[src/hbmsr_pkg.sv]
package hbmsr_pkg;

  localparam int SPEED_W = 16;
  localparam int DUR_W = 32;
  localparam int DUTY_W = 16;
  localparam int PERIOD_W = 16;
  localparam int BAND_W = 15;
  localparam int CFG_IDX_W = 2;
  localparam int CFG_DATA_W = 16;

  localparam int RAMP_STEPS_DEF = 50;

  localparam logic [DUTY_W-1:0] FULL_SCALE_RST = 16'd8191;
  localparam logic [PERIOD_W-1:0] STEP_PERIOD_RST = 16'd20;
  localparam logic [BAND_W-1:0] ZERO_BAND_RST = 15'd328;

  typedef enum logic [1:0] {
    CMD_TICK = 2'd0,
    CMD_START = 2'd1,
    CMD_TIMED = 2'd2,
    CMD_STOP = 2'd3
  } cmd_e;

  typedef enum logic [CFG_IDX_W-1:0] {
    CFG_FULL_SCALE = 2'd0,
    CFG_STEP_PERIOD = 2'd1,
    CFG_ZERO_BAND = 2'd2
  } cfg_idx_e;

  // State snapshot after the latest update, plus what the duty stage must do.
  typedef struct packed {
    logic dir_a;
    logic dir_b;
    logic standby;
    logic ramping;
    logic signed [SPEED_W-1:0] present_speed;
    logic step;
    logic clear;
  } ramp_stat_t;

  // Magnitude of a Q1.15 speed; -1.0 gives 32768.
  function automatic logic [SPEED_W:0] speed_mag(input logic signed [SPEED_W-1:0] v);
    logic signed [SPEED_W:0] w;
    w = {v[SPEED_W-1], v};
    return w[SPEED_W] ? (SPEED_W + 1)'(-w) : (SPEED_W + 1)'(w);
  endfunction

  // Clamp an 18-bit sum into the signed 16-bit range.
  function automatic logic signed [SPEED_W-1:0] sat_speed(input logic signed [SPEED_W+1:0] v);
    logic signed [SPEED_W+1:0] hi;
    logic signed [SPEED_W+1:0] lo;
    hi = 18'sd32767;
    lo = -18'sd32768;
    if (v > hi) begin
      return 16'sh7fff;
    end else if (v < lo) begin
      return 16'sh8000;
    end
    return v[SPEED_W-1:0];
  endfunction

endpackage

[src/hbmsr_if.sv]
interface hbmsr_cmd_if;
  import hbmsr_pkg::*;
  logic valid;
  logic ready;
  logic [1:0] cmd;
  logic signed [SPEED_W-1:0] speed;
  logic [DUR_W-1:0] duration;

  modport source (output valid, output cmd, output speed, output duration, input ready);
  modport sink (input valid, input cmd, input speed, input duration, output ready);
endinterface

interface hbmsr_res_if;
  import hbmsr_pkg::*;
  logic valid;
  logic ready;
  logic dir_a;
  logic dir_b;
  logic standby;
  logic [DUTY_W-1:0] duty;
  logic ramping;
  logic signed [SPEED_W-1:0] present_speed;

  modport source (output valid, output dir_a, output dir_b, output standby, output duty,
                  output ramping, output present_speed, input ready);
  modport sink (input valid, input dir_a, input dir_b, input standby, input duty,
                input ramping, input present_speed, output ready);
endinterface

[src/hbmsr_ramp_ctrl.sv]
module hbmsr_ramp_ctrl
  import hbmsr_pkg::*;
#(
  parameter int RAMP_STEPS = RAMP_STEPS_DEF
) (
  input  logic clk,
  input  logic rst,
  input  logic adv,
  input  logic [1:0] cmd,
  input  logic signed [SPEED_W-1:0] speed,
  input  logic [DUR_W-1:0] duration,
  input  logic [PERIOD_W-1:0] step_period,
  input  logic [BAND_W-1:0] zero_band,
  output ramp_stat_t stat
);

  localparam int IDX_W = $clog2(RAMP_STEPS + 1);
  localparam int RECIP_SHIFT = 22;
  localparam int RECIP_W = RECIP_SHIFT + 1;
  // ceil(2^22 / steps): exact floor division for any 16-bit magnitude
  localparam logic [RECIP_W-1:0] RECIP =
    RECIP_W'(((1 << RECIP_SHIFT) + RAMP_STEPS - 1) / RAMP_STEPS);
  localparam logic [IDX_W-1:0] LAST_IDX = IDX_W'(RAMP_STEPS);

  logic signed [SPEED_W-1:0] speed_now, speed_now_next;
  logic signed [SPEED_W-1:0] target_speed, target_speed_next;
  logic signed [SPEED_W:0] ramp_increment, ramp_increment_next;
  logic [IDX_W-1:0] step_index, step_index_next;
  logic [PERIOD_W-1:0] period_count, period_count_next;
  logic pending_change, pending_change_next;
  logic in_ramp, in_ramp_next;
  logic standby_flag, standby_flag_next;
  logic [1:0] dir_bits, dir_bits_next;
  logic [DUR_W-1:0] stop_countdown, stop_countdown_next;
  logic timer_armed, timer_armed_next;
  logic step_flag, step_flag_next;
  logic clear_flag, clear_flag_next;

  logic expire;
  logic signed [SPEED_W-1:0] tick_target;
  logic signed [SPEED_W:0] diff;
  logic [SPEED_W-1:0] diff_mag;
  logic [SPEED_W+RECIP_W-1:0] quot_prod;
  logic signed [SPEED_W:0] quot_s;
  logic signed [SPEED_W:0] incr_new;
  logic signed [SPEED_W:0] inc_sel;
  logic signed [SPEED_W+1:0] step_sum;
  logic signed [SPEED_W-1:0] step_speed;
  logic [PERIOD_W-1:0] per_eff;
  logic [PERIOD_W-1:0] pc_inc;

  // Increment for a ramp that starts on this tick: (target - now) / steps,
  // truncated toward zero.
  assign expire = timer_armed && (stop_countdown == DUR_W'(1));
  assign tick_target = expire ? '0 : target_speed;
  assign diff = (SPEED_W + 1)'(tick_target) - (SPEED_W + 1)'(speed_now);
  assign diff_mag = diff[SPEED_W] ? SPEED_W'(-diff) : SPEED_W'(diff);
  assign quot_prod = diff_mag * RECIP;
  assign quot_s = {1'b0, quot_prod[RECIP_SHIFT +: SPEED_W]};
  assign incr_new = diff[SPEED_W] ? -quot_s : quot_s;

  assign inc_sel = in_ramp ? ramp_increment : incr_new;
  assign step_sum = (SPEED_W + 2)'(speed_now) + (SPEED_W + 2)'(inc_sel);
  assign step_speed = sat_speed(step_sum);

  assign per_eff = (step_period == '0) ? PERIOD_W'(1) : step_period;
  assign pc_inc = period_count + PERIOD_W'(1);

  always_comb begin
    speed_now_next = speed_now;
    target_speed_next = target_speed;
    ramp_increment_next = ramp_increment;
    step_index_next = step_index;
    period_count_next = period_count;
    pending_change_next = pending_change;
    in_ramp_next = in_ramp;
    standby_flag_next = standby_flag;
    dir_bits_next = dir_bits;
    stop_countdown_next = stop_countdown;
    timer_armed_next = timer_armed;
    step_flag_next = 1'b0;
    clear_flag_next = 1'b0;

    case (cmd_e'(cmd))
      CMD_START: begin
        target_speed_next = speed;
        pending_change_next = 1'b1;
      end
      CMD_TIMED: begin
        if (duration != '0) begin
          target_speed_next = speed;
          pending_change_next = 1'b1;
          stop_countdown_next = duration;
          timer_armed_next = 1'b1;
        end
      end
      CMD_STOP: begin
        target_speed_next = '0;
        pending_change_next = 1'b1;
      end
      CMD_TICK: begin
        if (timer_armed) begin
          stop_countdown_next = stop_countdown - DUR_W'(1);
          if (expire) begin
            timer_armed_next = 1'b0;
            target_speed_next = '0;
            pending_change_next = 1'b1;
          end
        end
        if (in_ramp) begin
          period_count_next = pc_inc;
          if (pc_inc >= per_eff) begin
            period_count_next = '0;
            if (step_index < LAST_IDX) begin
              speed_now_next = step_speed;
              dir_bits_next = (step_speed > 0) ? 2'b01 : 2'b10;
              standby_flag_next = 1'b0;
              step_index_next = step_index + IDX_W'(1);
              step_flag_next = 1'b1;
            end else begin
              in_ramp_next = 1'b0;
              if (speed_mag(speed_now) < {2'b00, zero_band}) begin
                dir_bits_next = 2'b00;
                standby_flag_next = 1'b1;
                clear_flag_next = 1'b1;
              end
            end
          end
        end else if (pending_change_next) begin
          pending_change_next = 1'b0;
          in_ramp_next = 1'b1;
          period_count_next = '0;
          ramp_increment_next = incr_new;
          speed_now_next = step_speed;
          dir_bits_next = (step_speed > 0) ? 2'b01 : 2'b10;
          standby_flag_next = 1'b0;
          step_index_next = IDX_W'(1);
          step_flag_next = 1'b1;
        end
      end
      default: begin
      end
    endcase
  end

  always_ff @(posedge clk) begin
    if (rst) begin
      speed_now <= '0;
      target_speed <= '0;
      ramp_increment <= '0;
      step_index <= '0;
      period_count <= '0;
      pending_change <= 1'b0;
      in_ramp <= 1'b0;
      standby_flag <= 1'b1;
      dir_bits <= 2'b00;
      stop_countdown <= '0;
      timer_armed <= 1'b0;
      step_flag <= 1'b0;
      clear_flag <= 1'b0;
    end else if (adv) begin
      speed_now <= speed_now_next;
      target_speed <= target_speed_next;
      ramp_increment <= ramp_increment_next;
      step_index <= step_index_next;
      period_count <= period_count_next;
      pending_change <= pending_change_next;
      in_ramp <= in_ramp_next;
      standby_flag <= standby_flag_next;
      dir_bits <= dir_bits_next;
      stop_countdown <= stop_countdown_next;
      timer_armed <= timer_armed_next;
      step_flag <= step_flag_next;
      clear_flag <= clear_flag_next;
    end
  end

  assign stat.dir_a = dir_bits[0];
  assign stat.dir_b = dir_bits[1];
  assign stat.standby = standby_flag;
  assign stat.ramping = in_ramp;
  assign stat.present_speed = speed_now;
  assign stat.step = step_flag;
  assign stat.clear = clear_flag;

`ifndef SYNTHESIS
  a_index_bound: assert property (@(posedge clk) disable iff (rst)
    step_index <= LAST_IDX)
    else $error("step index beyond ramp length");

  a_ramp_starts_at_one: assert property (@(posedge clk) disable iff (rst)
    $rose(in_ramp) |-> step_index == IDX_W'(1))
    else $error("ramp entered without its first step");

  a_idle_period_clear: assert property (@(posedge clk) disable iff (rst)
    !in_ramp |-> period_count == '0)
    else $error("period counter running outside a ramp");
`endif

endmodule

[src/hbridge_motor_speed_ramp_unit.sv]
// H-bridge speed ramp. Each input word is a command (tick, start, timed start,
// stop) and every accepted word yields exactly one result word showing the
// bridge pins, standby, PWM duty, ramp status and present Q1.15 speed after
// that word is applied. A start latches a target; the next tick while idle
// begins a linear ramp of RAMP_STEPS steps, one step every step_period ticks,
// and the ramp ends one period after its last step, dropping into standby if
// the final speed is inside the zero band. A timed start with a nonzero
// duration also arms a one-shot timer that forces the target to zero when it
// runs out. Throughput is one word per clock while the result side does not
// stall; each word passes from the input register through the state update
// (including the multiply-by-reciprocal that forms the step size) and then
// the duty multiplier into the result register. Stalls on the result side
// back up through the pipeline without losing words. Write configuration
// only while the unit is idle with all results taken.
module hbridge_motor_speed_ramp_unit
  import hbmsr_pkg::*;
#(
  parameter int RAMP_STEPS = RAMP_STEPS_DEF
) (
  input  logic clk,
  input  logic rst,
  input  logic cfg_we,
  input  logic [CFG_IDX_W-1:0] cfg_idx,
  input  logic [CFG_DATA_W-1:0] cfg_data,
  hbmsr_cmd_if.sink item,
  hbmsr_res_if.source result
);

  // configuration registers
  logic [DUTY_W-1:0] full_scale_duty;
  logic [PERIOD_W-1:0] step_period;
  logic [BAND_W-1:0] zero_band;

  // input register stage
  logic a_valid;
  logic [1:0] a_cmd;
  logic signed [SPEED_W-1:0] a_speed;
  logic [DUR_W-1:0] a_duration;

  // update stage: the state registers in the controller hold its payload
  logic b_valid;
  ramp_stat_t stat;

  // result register stage
  logic c_valid;
  logic c_dir_a;
  logic c_dir_b;
  logic c_standby;
  logic c_ramping;
  logic signed [SPEED_W-1:0] c_speed;
  logic [DUTY_W-1:0] duty_reg;

  logic c_ready, b_ready, b_adv, a_adv, in_take;
  logic [SPEED_W:0] duty_mag;
  logic [SPEED_W+DUTY_W:0] duty_prod;

  assign c_ready = !c_valid || result.ready;
  assign b_adv = b_valid && c_ready;
  assign b_ready = !b_valid || c_ready;
  assign a_adv = a_valid && b_ready;
  assign item.ready = !a_valid || b_ready;
  assign in_take = item.valid && item.ready;

  // Hold config; writes to an unused index are dropped.
  always_ff @(posedge clk) begin
    if (rst) begin
      full_scale_duty <= FULL_SCALE_RST;
      step_period <= STEP_PERIOD_RST;
      zero_band <= ZERO_BAND_RST;
    end else if (cfg_we) begin
      case (cfg_idx_e'(cfg_idx))
        CFG_FULL_SCALE: full_scale_duty <= cfg_data[DUTY_W-1:0];
        CFG_STEP_PERIOD: step_period <= cfg_data[PERIOD_W-1:0];
        CFG_ZERO_BAND: zero_band <= cfg_data[BAND_W-1:0];
        default: begin
        end
      endcase
    end
  end

  // Capture the incoming word whenever the stage is free or draining.
  always_ff @(posedge clk) begin
    if (rst) begin
      a_valid <= 1'b0;
    end else if (item.ready) begin
      a_valid <= item.valid;
    end
  end

  always_ff @(posedge clk) begin
    if (in_take) begin
      a_cmd <= item.cmd;
      a_speed <= item.speed;
      a_duration <= item.duration;
    end
  end

  // Advance the controller state one word at a time.
  hbmsr_ramp_ctrl #(
    .RAMP_STEPS(RAMP_STEPS)
  ) u_ctrl (
    .clk(clk),
    .rst(rst),
    .adv(a_adv),
    .cmd(a_cmd),
    .speed(a_speed),
    .duration(a_duration),
    .step_period(step_period),
    .zero_band(zero_band),
    .stat(stat)
  );

  always_ff @(posedge clk) begin
    if (rst) begin
      b_valid <= 1'b0;
    end else if (b_ready) begin
      b_valid <= a_valid;
    end
  end

  // Duty follows the magnitude of the stepped speed; -1.0 counts as full
  // magnitude. Keep the low 16 bits of (|speed| * full_scale) >> 15.
  assign duty_mag = speed_mag(stat.present_speed);
  assign duty_prod = duty_mag * full_scale_duty;

  always_ff @(posedge clk) begin
    if (rst) begin
      c_valid <= 1'b0;
      duty_reg <= '0;
    end else begin
      if (c_ready) begin
        c_valid <= b_valid;
      end
      if (b_adv) begin
        if (stat.step) begin
          duty_reg <= duty_prod[15 +: DUTY_W];
        end else if (stat.clear) begin
          duty_reg <= '0;
        end
      end
    end
  end

  always_ff @(posedge clk) begin
    if (b_adv) begin
      c_dir_a <= stat.dir_a;
      c_dir_b <= stat.dir_b;
      c_standby <= stat.standby;
      c_ramping <= stat.ramping;
      c_speed <= stat.present_speed;
    end
  end

  assign result.valid = c_valid;
  assign result.dir_a = c_dir_a;
  assign result.dir_b = c_dir_b;
  assign result.standby = c_standby;
  assign result.duty = duty_reg;
  assign result.ramping = c_ramping;
  assign result.present_speed = c_speed;

`ifndef SYNTHESIS
  a_standby_no_duty: assert property (@(posedge clk) disable iff (rst)
    result.valid && result.standby |-> result.duty == '0)
    else $error("duty driven while in standby");

  a_standby_pins_low: assert property (@(posedge clk) disable iff (rst)
    result.valid && result.standby |-> !result.dir_a && !result.dir_b)
    else $error("bridge pins active in standby");

  a_one_dir_active: assert property (@(posedge clk) disable iff (rst)
    result.valid && !result.standby |-> result.dir_a != result.dir_b)
    else $error("bridge direction pins not exclusive");
`endif

endmodule
[src/flat_wrapper.sv]
// flat-port wrapper written by rule: the top's interface ports become plain ports
module hbridge_motor_speed_ramp_unit_flat import hbmsr_pkg::*;
#(
  parameter int RAMP_STEPS = RAMP_STEPS_DEF
)
  (clk, rst, cfg_we, cfg_idx, cfg_data, item_valid, item_cmd, item_speed, item_duration, item_ready, result_valid, result_dir_a, result_dir_b, result_standby, result_duty, result_ramping, result_present_speed, result_ready);
  hbmsr_cmd_if item_i ();
  hbmsr_res_if result_i ();
  input  logic clk;
  input  logic rst;
  input  logic cfg_we;
  input  logic [CFG_IDX_W-1:0] cfg_idx;
  input  logic [CFG_DATA_W-1:0] cfg_data;
  input wire logic [$bits(item_i.valid)-1:0] item_valid;
  input wire logic [$bits(item_i.cmd)-1:0] item_cmd;
  input wire logic [$bits(item_i.speed)-1:0] item_speed;
  input wire logic [$bits(item_i.duration)-1:0] item_duration;
  output wire logic [$bits(item_i.ready)-1:0] item_ready;
  output wire logic [$bits(result_i.valid)-1:0] result_valid;
  output wire logic [$bits(result_i.dir_a)-1:0] result_dir_a;
  output wire logic [$bits(result_i.dir_b)-1:0] result_dir_b;
  output wire logic [$bits(result_i.standby)-1:0] result_standby;
  output wire logic [$bits(result_i.duty)-1:0] result_duty;
  output wire logic [$bits(result_i.ramping)-1:0] result_ramping;
  output wire logic [$bits(result_i.present_speed)-1:0] result_present_speed;
  input wire logic [$bits(result_i.ready)-1:0] result_ready;
  assign item_i.valid = item_valid;
  assign item_i.cmd = item_cmd;
  assign item_i.speed = item_speed;
  assign item_i.duration = item_duration;
  assign item_ready = item_i.ready;
  assign result_valid = result_i.valid;
  assign result_dir_a = result_i.dir_a;
  assign result_dir_b = result_i.dir_b;
  assign result_standby = result_i.standby;
  assign result_duty = result_i.duty;
  assign result_ramping = result_i.ramping;
  assign result_present_speed = result_i.present_speed;
  assign result_i.ready = result_ready;
  hbridge_motor_speed_ramp_unit #(.RAMP_STEPS(RAMP_STEPS)) u_core (.clk(clk), .rst(rst), .cfg_we(cfg_we), .cfg_idx(cfg_idx), .cfg_data(cfg_data), .item(item_i), .result(result_i));
endmodule
[config.mk]
export PLATFORM = sky130hd
export DESIGN_NAME = hbridge_motor_speed_ramp_unit_flat
export DESIGN_NICKNAME = d
export VERILOG_FILES = /design/src/hbmsr_pkg.sv /design/src/hbmsr_if.sv /design/src/hbmsr_ramp_ctrl.sv /design/src/hbridge_motor_speed_ramp_unit.sv /design/src/flat_wrapper.sv
export SDC_FILE = /design/constraint.sdc
export NUM_CORES = 2
export LEC_CHECK = 0
export BUFFER_PORTS_ARGS = -buffer_cell sky130_fd_sc_hd__buf_2
export CORE_ASPECT_RATIO = 1.1
export CORE_MARGIN = 3
export CORE_UTILIZATION = 50
export CTS_BUF_LIST = sky130_fd_sc_hd__clkbuf_16
export DETAILED_ROUTE_END_ITERATION = 7
export PLACE_DENSITY = 0.81
export SLEW_MARGIN = 20
export SYNTH_ARGS = -nofsm -noshare
export SYNTH_HDL_FRONTEND = slang
export SYNTH_HIERARCHICAL = 1
export SYNTH_SLANG_ARGS = --single-unit
[constraint.sdc]
create_clock -name clk -period 13.85 [get_ports clk]
set_clock_uncertainty 0.15 [all_clocks]
set_input_delay 0.6925 -clock clk [delete_from_list [all_inputs] [get_ports clk]]
set_output_delay 0.6925 -clock clk [all_outputs]
set_load 0.05 [all_outputs]
==> metrics.cfg <==
[yosys]
synth_compound_gate_area_share_pct=13.7
synth_xor_area_share_pct=3.73
synth-async-reset-ratio_pct=0
yosys_most_used_dff=dfxtp_1
netlist_instances=3124
synth_adder_area_share_pct=35.4
ys_types=94
synth-simple-area-share_pct=18.0
synth_edf_count=70
synth_seq_cells=247
yosysWarnings=6
synthMuxAreaShare_pct=0.724
syn_area_sq_mm=0.0276
synth-seq-area-share_pct=20.4
syn-mean-instance-area_sq_um=8.85
synth_top_family_by_area=adder cells

[layout]
mostFrequentLayoutCells=inv_1 (466), nand2_1 (351), fa_1 (302)
drive_gt1_share_pct=10.4
fin_cells=3990
final_nets=3914
top_regs=u_core/a_duration: 32 flops, u_core/u_ctrl/stop_countdown: 32 flops, u_core/u_ctrl/ramp_increment: 17 flops
final_common_cell=inv_1
area_growth_pct=10.4

[run_status]
status=finished, final reports clean

[die]
initial_core_util_pct=51.1
num_rows=89
dieArea_sq_mm=0.0582
die_y_um=253
die_x_um=230
core_sq_mm=0.0541
ios=111

[critical_path]
critPathLaunchType=flop
cp.required_ps=14150
cpMostUsedCell=fa_1
max_stage_delay_ps=570
critPathTopFamily=simple AND/OR/NAND/NOR gates
endpoint_kind=flop
worstSetupPathType=reg2reg
arrival_ps=13740
crit_fanout=9
slowest_stage=or4_4
cp_num_buf_inv=6

[drt]
num_vias=22600
post-route-drc-count=0
drt_iter0_drc=1723
dr.pass1.iters=8
wirelength_um=70300
vias_per_cell=5.66
detail_route.wl_per_cell_um=17.6
antenna_left=0

[sta]
worstMarginPinSlew_ps=1060
fmax_ghz=0.0744
drv_slew=0
finalHoldViolCount=0
period_needed_ps=13440
final.period_utilization_pct=97.0
relSlewSlack_pct=28.8
finalSetupViolations=0

[clock_tree]
clk_latency_ps=560
cts_root_buf=clkbuf_16
clock_sinks=247
clk_pin_slew_ps=60
cts-buffers-inserted=27
cts.htree.levels=1
clock_path_buffers=3
cts_tree=yes

[place]
placed_cells=3933
place.gp.congestion=0.995
dp.final_hpwl_um=55100
portBuffers=110

[global_routing]
grt_usage_pct=24.1
grt_pass1_vias=22400
grt_max_degree=80
grt_antenna_before_repair=1
grt_first_pass_wirelength_um=114000
grt_overflow=0

[run]
maxCapViolations=0

[worst_hold_path]
hold_class=in2reg

-- cell usage after synthesis, types with 17 or more instances --
| cell type | n | area, sq um |
|---|---|---|
| inv_1 | 463 | 1740 |
| nand2_1 | 353 | 1330 |
| fa_1 | 303 | 6070 |
| ha_1 | 298 | 3730 |
| nor2_1 | 184 | 691 |
| dfxtp_1 | 177 | 3540 |
| a21oi_1 | 140 | 701 |
| and2_1 | 129 | 807 |
| clkbuf_1 | 103 | 387 |
| o21ai_0 | 78 | 390 |
| xnor2_1 | 71 | 622 |
| edfxtp_1 | 70 | 2100 |
| nand3_1 | 52 | 260 |
| a21o_1 | 51 | 383 |
| a211oi_1 | 49 | 368 |
| xor2_1 | 42 | 368 |
| nor3_1 | 39 | 195 |
| a22oi_1 | 33 | 248 |
| and3_1 | 30 | 188 |
| nor2b_1 | 30 | 188 |
| a31oi_1 | 29 | 181 |
| nand4_1 | 29 | 181 |
| nand3b_1 | 24 | 180 |
| nand2b_1 | 23 | 144 |
| o31ai_1 | 21 | 158 |
| or3_1 | 21 | 131 |
| a211o_1 | 19 | 166 |
| or2_2 | 18 | 113 |
| nor4_1 | 17 | 106 |
-- kinds of logic (layout without fill, tap and decap cells) --
kind of cell               after synthesis  count (layout)
and+or+nand+nor                        999             999
other                                    2              15
xor gates and xnor gates               115             115
muxes                                   19              19
AOI/OAI and AO/OA                      561             561
DFF                                    247             247
buffers and inverters                  580             705
adders and majority gates              601             601
-- per-stage QoR --
stage	hold slack, ps	setup slack (ps)	TNS (ps)	instance area [sq um]	utilization [%]
CTS	129	4.87	0	30200	55.8
floorplan	250	234	0	27700	-
global route	132	-72.5	-142	30500	56.4
finish	157	414	0	30500	56.4
detailed placement	277	-74.2	-74.2	29300	54.2
global placement	264	187	0	29300	54.2
-- cell type report --
type                            instances  area (sq um)
Tap cell                              728           911
Timing Repair Buffer                  191          1160
Clock buffer                           27           676
Clock inverter                         23           193
Multi-Input combinational cell       2309         20200
Antenna cell                            1          2.50
Inverter                              464          1740
Fill cell                            4752         23600
Sequential cell                       247          5650
-- per-layer routing --
metal	vias up	global-route usage (%)	share of wire (%)
met5	-	0.329	0
met4	0	7.59	3.4
met3	153	3.82	6.8
met2	814	41.3	48
met1	10900	31.2	42
li1	10700	-	-
-- worst paths after layout --
kind	startpoint	to	slack [ps]	depth (start not counted)
setup / recovery	u_core/u_ctrl/stop_countdown[25]	u_core/u_ctrl/dir_bits[0]	410	48
hold / removal	item_speed[7]	u_core/a_speed[7]	160	1
setup reg to reg	u_core/u_ctrl/stop_countdown[25]	u_core/u_ctrl/dir_bits[0]	410	48
hold reg to reg	u_core/u_ctrl/dir_bits[1]	u_core/result.dir_b	290	0
-- worst register-to-register path: cells and delay by family, from the launching register on --
family	cells	cell delay [ps]
AND/OR/NAND/NOR	14	4480
buffers and inverters	6	630
AO/OA/AOI/OAI	14	2720
adder cells (fa/ha/maj)	10	4070
XOR/XNOR	3	690
flip-flops	1	300
multiplexers	1	310
-- what timing repair did --
item                                    CTS  global route
pin swaps                                 0            19
endpoints found under the setup margin    2            18
setup buffers                             0             5
hold buffers                              0             0
gates resized for setup                   4            48
Power is not shown: default switching activity piles up to over one toggle a cycle in this logic, so the estimate is an artifact.
